===== src/design/mm2p_pkg.sv =====
// Shared types and constants for the modular 2x2 matrix power block
package mm2p_pkg;

	// Field width of one matrix entry and the prime modulus
	localparam int unsigned EW = 30;

	typedef logic [EW-1:0] elem_t;

	localparam elem_t MOD_P = 30'd1000000007;

	// Barrett factor floor(2^60 / P) for entry products below 2^60
	localparam logic [30:0] BARRETT_MU = 31'((64'd1 << 60) / 64'd1000000007);

	// One 2x2 matrix, entries a b / c d
	typedef struct packed {
		elem_t a;
		elem_t b;
		elem_t c;
		elem_t d;
	} mat_t;

	// Tag carried alongside each product through the multiply-reduce pipe
	typedef struct packed {
		logic       vld;
		logic       sq;    // product belongs to the squaring of the base
		logic [1:0] ent;   // destination entry: a, b, c, d
		logic       term;  // second of the two products of that entry
	} op_tag_t;

	typedef enum logic [2:0] {
		ST_IDLE,
		ST_ISSUE,
		ST_DRAIN,
		ST_COMMIT,
		ST_DONE
	} state_t;

	// Add two residues and fold once into 0..P-1
	function automatic elem_t mod_add(elem_t x, elem_t y);
		logic [EW:0] s;
		s = {1'b0, x} + {1'b0, y};
		if (s >= {1'b0, MOD_P}) begin
			s = s - {1'b0, MOD_P};
		end
		return s[EW-1:0];
	endfunction

endpackage


===== src/design/mm2p_mulred.sv =====
// Five-stage modular multiplier: res = x * y mod P, one product per cycle
module mm2p_mulred (
	input  logic                clk,
	input  logic                arst_n,
	input  mm2p_pkg::elem_t     x,
	input  mm2p_pkg::elem_t     y,
	input  mm2p_pkg::op_tag_t   tag_in,
	output mm2p_pkg::elem_t     res,
	output mm2p_pkg::op_tag_t   tag_out
);

	localparam logic [31:0] P32   = 32'(mm2p_pkg::MOD_P);
	localparam logic [31:0] P2_32 = P32 << 1;
	localparam logic [31:0] P3_32 = P32 + P2_32;

	mm2p_pkg::op_tag_t tag_s1, tag_s2, tag_s3, tag_s4, tag_s5;

	logic [59:0] prod_c;
	logic [59:0] p_s1;
	logic [61:0] t_s2;
	logic [31:0] plo_s2;
	logic [30:0] q_c;
	logic [31:0] qp_c;
	logic [31:0] qp_s3;
	logic [31:0] plo_s3;
	logic [31:0] d_s4;
	mm2p_pkg::elem_t r_c;
	mm2p_pkg::elem_t r_s5;

	// Full product of two entries
	assign prod_c = {30'd0, x} * {30'd0, y};

	// Quotient estimate from the top of the product
	assign q_c  = t_s2[61:31];
	assign qp_c = {1'b0, q_c} * P32;

	// Final fold: remainder estimate lies below 3P
	always_comb begin
		if (d_s4 >= P2_32) begin
			r_c = 30'(d_s4 - P2_32);
		end else if (d_s4 >= P32) begin
			r_c = 30'(d_s4 - P32);
		end else begin
			r_c = d_s4[29:0];
		end
	end

	// Advance tags
	always_ff @(posedge clk or negedge arst_n) begin
		if (!arst_n) begin
			tag_s1 <= '0;
			tag_s2 <= '0;
			tag_s3 <= '0;
			tag_s4 <= '0;
			tag_s5 <= '0;
		end else begin
			tag_s1 <= tag_in;
			tag_s2 <= tag_s1;
			tag_s3 <= tag_s2;
			tag_s4 <= tag_s3;
			tag_s5 <= tag_s4;
		end
	end

	// Advance data through multiply, Barrett estimate and correction
	always_ff @(posedge clk) begin
		p_s1   <= prod_c;
		t_s2   <= {31'd0, p_s1[59:29]} * {31'd0, mm2p_pkg::BARRETT_MU};
		plo_s2 <= p_s1[31:0];
		qp_s3  <= qp_c;
		plo_s3 <= plo_s2;
		d_s4   <= plo_s3 - qp_s3;
		r_s5   <= r_c;
	end

	assign res     = r_s5;
	assign tag_out = tag_s5;

`ifndef SYNTHESIS
	a_latency: assert property (@(posedge clk) disable iff (!arst_n)
		tag_in.vld |-> ##5 tag_out.vld)
		else $error("product lost in multiply-reduce pipe");

	a_barrett_bound: assert property (@(posedge clk) disable iff (!arst_n)
		tag_s4.vld |-> (d_s4 < P3_32))
		else $error("Barrett remainder estimate out of range");

	a_res_reduced: assert property (@(posedge clk) disable iff (!arst_n)
		tag_out.vld |-> (res < mm2p_pkg::MOD_P))
		else $error("product not fully reduced");
`endif

endmodule

===== config.mk =====
export PLATFORM = sky130hd
export DESIGN_NAME = mm2p_mulred
export DESIGN_NICKNAME = d
export VERILOG_FILES = /design/src/design/mm2p_pkg.sv /design/src/design/mm2p_mulred.sv
export SDC_FILE = /design/constraint.sdc
export NUM_CORES = 2
export LEC_CHECK = 0
export BUFFER_PORTS_ARGS = -buffer_cell sky130_fd_sc_hd__buf_4
export CAP_MARGIN = 20
export CORE_MARGIN = 1
export CORE_UTILIZATION = 60
export DETAILED_ROUTE_END_ITERATION = 6
export PLACE_DENSITY = 0.79
export SLEW_MARGIN = 0
export SYNTH_ARGS = -nofsm -noshare
export SYNTH_HDL_FRONTEND = slang
export SYNTH_SLANG_ARGS = --single-unit

===== constraint.sdc =====
create_clock -name clk -period 9.1 [get_ports clk]
set_clock_uncertainty 0.2 [all_clocks]
set_input_delay 1.82 -clock clk [delete_from_list [all_inputs] [get_ports clk]]
set_output_delay 1.82 -clock clk [all_outputs]
set_load 0.005 [all_outputs]

==> key figures <==
Status
  • Status: completed

Finish
  • Storage element area: 0.00561 mm^2
  • Ant diodes: 0
  • Multi-input logic area: 0.0460 mm^2
  • Share of layout cells above drive strength 1: 7.47%
  • Fill cell count: 7456
  • Fin nets: 8276
  • Design area: 0.0628 mm^2
  • P&R area growth vs syn: 8.38%

Synth
  • Synth unique cells: 63
  • Largest family of logic cells by synthesized area: adder cells
  • Top-area cell type share of the netlist area: 42.3%
  • Adder and majority gate portion of the synthesized area: 59.5%
  • Mapped Area: 0.0579 mm^2
  • Post-Syn Instances: 5966
  • Simple-gate share of the synthesized area: 11.1%
  • EDFF count, synth: 0
  • Ys Warns: 0
  • Seq/Total Area, Yosys: 9.69%
  • Yosys reg bits: 274
  • Synth top area cells: fa_1, ha_1, inv_1
  • Async S/R FF share, synth: 9.12%
  • Avg Inst Size Synth: 9.71 um^2
  • Net count after synthesis: 8053
  • Top FF cell, synth: dfxtp_1
  • Post-synthesis xor/xnor area fraction: 3.03%
  • Area leader, netlist: fa_1
  • Compound-gate portion of the synthesized area: 5.67%
  • Multiplexer share of the synthesized area: 0%

Critical path
  • Reg-to-reg startpoint: p_s1[43]
  • Worst r2r path cells: 20
  • Flop-to-flop setup slack: 1.35 ns
  • Startpoint types: input port
  • CP max-delay cell: fa_1
  • CP startpoint: y[3]
  • Crit path DAT: 9.12 ns
  • Crit Path Max Fanout: 11
  • Most used cell along the critical path: fa_1
  • Kind of critical path: input port to flop
  • CP max stage delay: 0.56 ns
  • Crit path capture: p_s1[52]
  • Worst r2r dst: t_s2[53]
  • CP Capture Type: flop
  • Critical Path RT: 9.39 ns

Clock network
  • Clock Latency Late Sink: 0.57 ns
  • Total CTS buffers: 27
  • CTS tree: done
  • CTS clock-pin slew for the worst setup and hold paths: 0.07 ns
  • CTS Buffer Depth: 3
  • CTS sink count: 274
  • CTS Root Cell: clkbuf_16
  • Htree depth: 1

Detailed routing
  • Antenna viol nets, final: 0
  • 1st-iter DRT viols: 2470
  • Total Routed Length: 136 mm
  • Wirelength per Cell: 18.2 um
  • Vias/cell: 5.40
  • Remaining DRCs: 0
  • Initial DRT Pass Iterations: 7
  • Via count: 40361

Global routing
  • Initial antenna violation count: 1
  • Grt total ovfl: 0
  • Total track usage: 29.0%
  • Largest net degree at the start of global routing: 31
  • First-pass GRT wire length: 226 mm
  • Vias in the first global route: 44199

Floorplanning
  • Initial Util: 60.8%
  • Die Y: 313 um
  • Die area: 0.0977 mm^2
  • Core area: 0.0953 mm^2
  • Die width: 313 um
  • # rows: 113
  • Ports: 102

Timing
  • Slew @ Worst Pin: 0.914 ns
  • Slew Limit Fails: 0
  • Final min period: 8.83 ns
  • Setup violators final: 0
  • PnR worst setup slack: 0.270 ns
  • Period utilisation layout: 97.0%
  • Slew HR: 39.0%
  • Final Hold Viols: 0
  • Max Clk Rate: 113 MHz

Hold path
  • Worst hold path type: flop to flop

Place
  • Pre-CTS setup slack: -0.453 ns
  • Port Buf Inserts: 101
  • DP Area: 0.0618 mm^2
  • Placer Congestion: 0.956
  • Hpwl dp: 120 mm

Flow run
  • Max cap viols: 0
==> final cells by class <==
type / instances / area share (%)
inverter: 1491 / 8.92
clock buffer: 36 / 1.21
multi-input combinational: 3994 / 73.2
clock inverter: 14 / 0.197
sequential: 274 / 8.94
tap: 1265 / 2.52
timing repair buffer: 401 / 4.98
==> cells by family after synthesis <==
| kind of cell | count (synthesis) |
|---|---|
| buffers and inverters | 1698 |
| DFF | 274 |
| xor gates and xnor gates | 200 |
| AOI/OAI and AO/OA | 512 |
| adders and majority gates | 2020 |
| and+or+nand+nor | 1262 |
==> Yosys cell counts (all sizes together) (5+ instances only) <==
master,count
and2,530
a2111oi,8
dfxtp,249
and3,13
o211ai,14
a21oi,164
nor3,24
nand3,35
a21o,75
nor2b,18
nor2,98
o21bai,24
a31o,6
inv,1491
a21boi,5
nand4,19
and4,6
dfrtp,25
a31oi,23
nand2,480
a211o,10
nor4,5
nand2b,17
o41ai,6
xor2,66
o21a,22
fa,1224
ha,796
clkbuf,202
buf,5
a211oi,30
xnor2,134
o21ai,86
o31ai,10
==> worst max-delay path, delay by kind of cell <==
| family | cells | cell delay, ns |
|---|---|---|
| compound gates | 5 | 1.24 |
| xor+xnor | 1 | 0.14 |
| fa+ha+maj | 9 | 4.31 |
| buf+inv | 6 | 0.54 |
| simple gates | 5 | 1.07 |
==> registers in the layout, summed over array words and instances (netlist names) <==
signal   flops
p_s1        60
plo_s3      32
tag_s4       5
tag_s2       5
tag_s3       5
t_s2        31
qp_s3       32
d_s4        32
res         30
tag_out      5
tag_s1       5
plo_s2      32
==> routing by layer <==
layer / up-vias / share of wire, % / track usage, % / wire, um
met2: 1298 / 49 / 50.0 / 66600
met5: - / 0.0095 / 0 / 13
met3: 213 / 6.5 / 3.20 / 8890
li1: 18401 / - / - / -
met1: 20447 / 42 / 39.4 / 57700
met4: 2 / 2.3 / 6.40 / 3110
==> worst min-delay path by stage <==
stage | start | endpoint | slack (ns) | cells past startpoint
after floorplan | p_s1[0] | plo_s2[0] | 0.11 | 0
final | plo_s2[27] | plo_s3[27] | 0.12 | 0
after CTS | p_s1[6] | plo_s2[6] | 0.12 | 0
after global routing | plo_s2[18] | plo_s3[18] | 0.13 | 0
after global placement | plo_s2[5] | plo_s3[5] | 0.11 | 0
after detailed placement | p_s1[8] | plo_s2[8] | 0.11 | 0
==> per-stage QoR <==
stage,setup TNS (ns),cells,hold WS [ns],util (%)
2_1_floorplan,0,5966,0.110,-
3_3_place_gp,-2.78,7423,0.110,64.9
4_1_cts,0,7473,0.123,65.8
5_1_grt,-0.0374,7475,0.125,65.9
6_report,0,7475,0.121,65.9
3_5_place_dp,-3.49,7423,0.112,64.9
==> placed cells by master (no fill, tap or decap), types with 5 or more instances in the layout <==
master	n
inv_1	1491
fa_1	1224
ha_1	796
and2_1	530
nand2_1	480
buf_4	392
dfxtp_1	249
a21oi_1	164
xnor2_1	134
nor2_1	98
o21ai_0	80
a21o_1	75
xor2_1	66
nand3_1	35
a211oi_1	30
clkbuf_16	27
dfrtp_1	25
o21bai_1	24
a31oi_1	23
nor3_1	23
o21a_1	22
nand4_1	19
nor2b_1	18
nand2b_1	17
o211ai_1	14
and3_1	13
o31ai_1	9
a211o_1	9
buf_12	9
o21ai_1	6
and4_1	6
a2111oi_0	6
a21boi_0	5
clkbuf_8	5
==> repair_timing <==
action | in CTS | in global routing
setup endpoints to repair | 0 | 4
endpoints found under the hold margin | 0 | 0
gates resized for setup | 0 | 10
buffers inserted | 0 | 1
hold buffers | 0 | 0
Power is not shown: default switching activity piles up to over one toggle a cycle in this logic, so the estimate is an artifact.
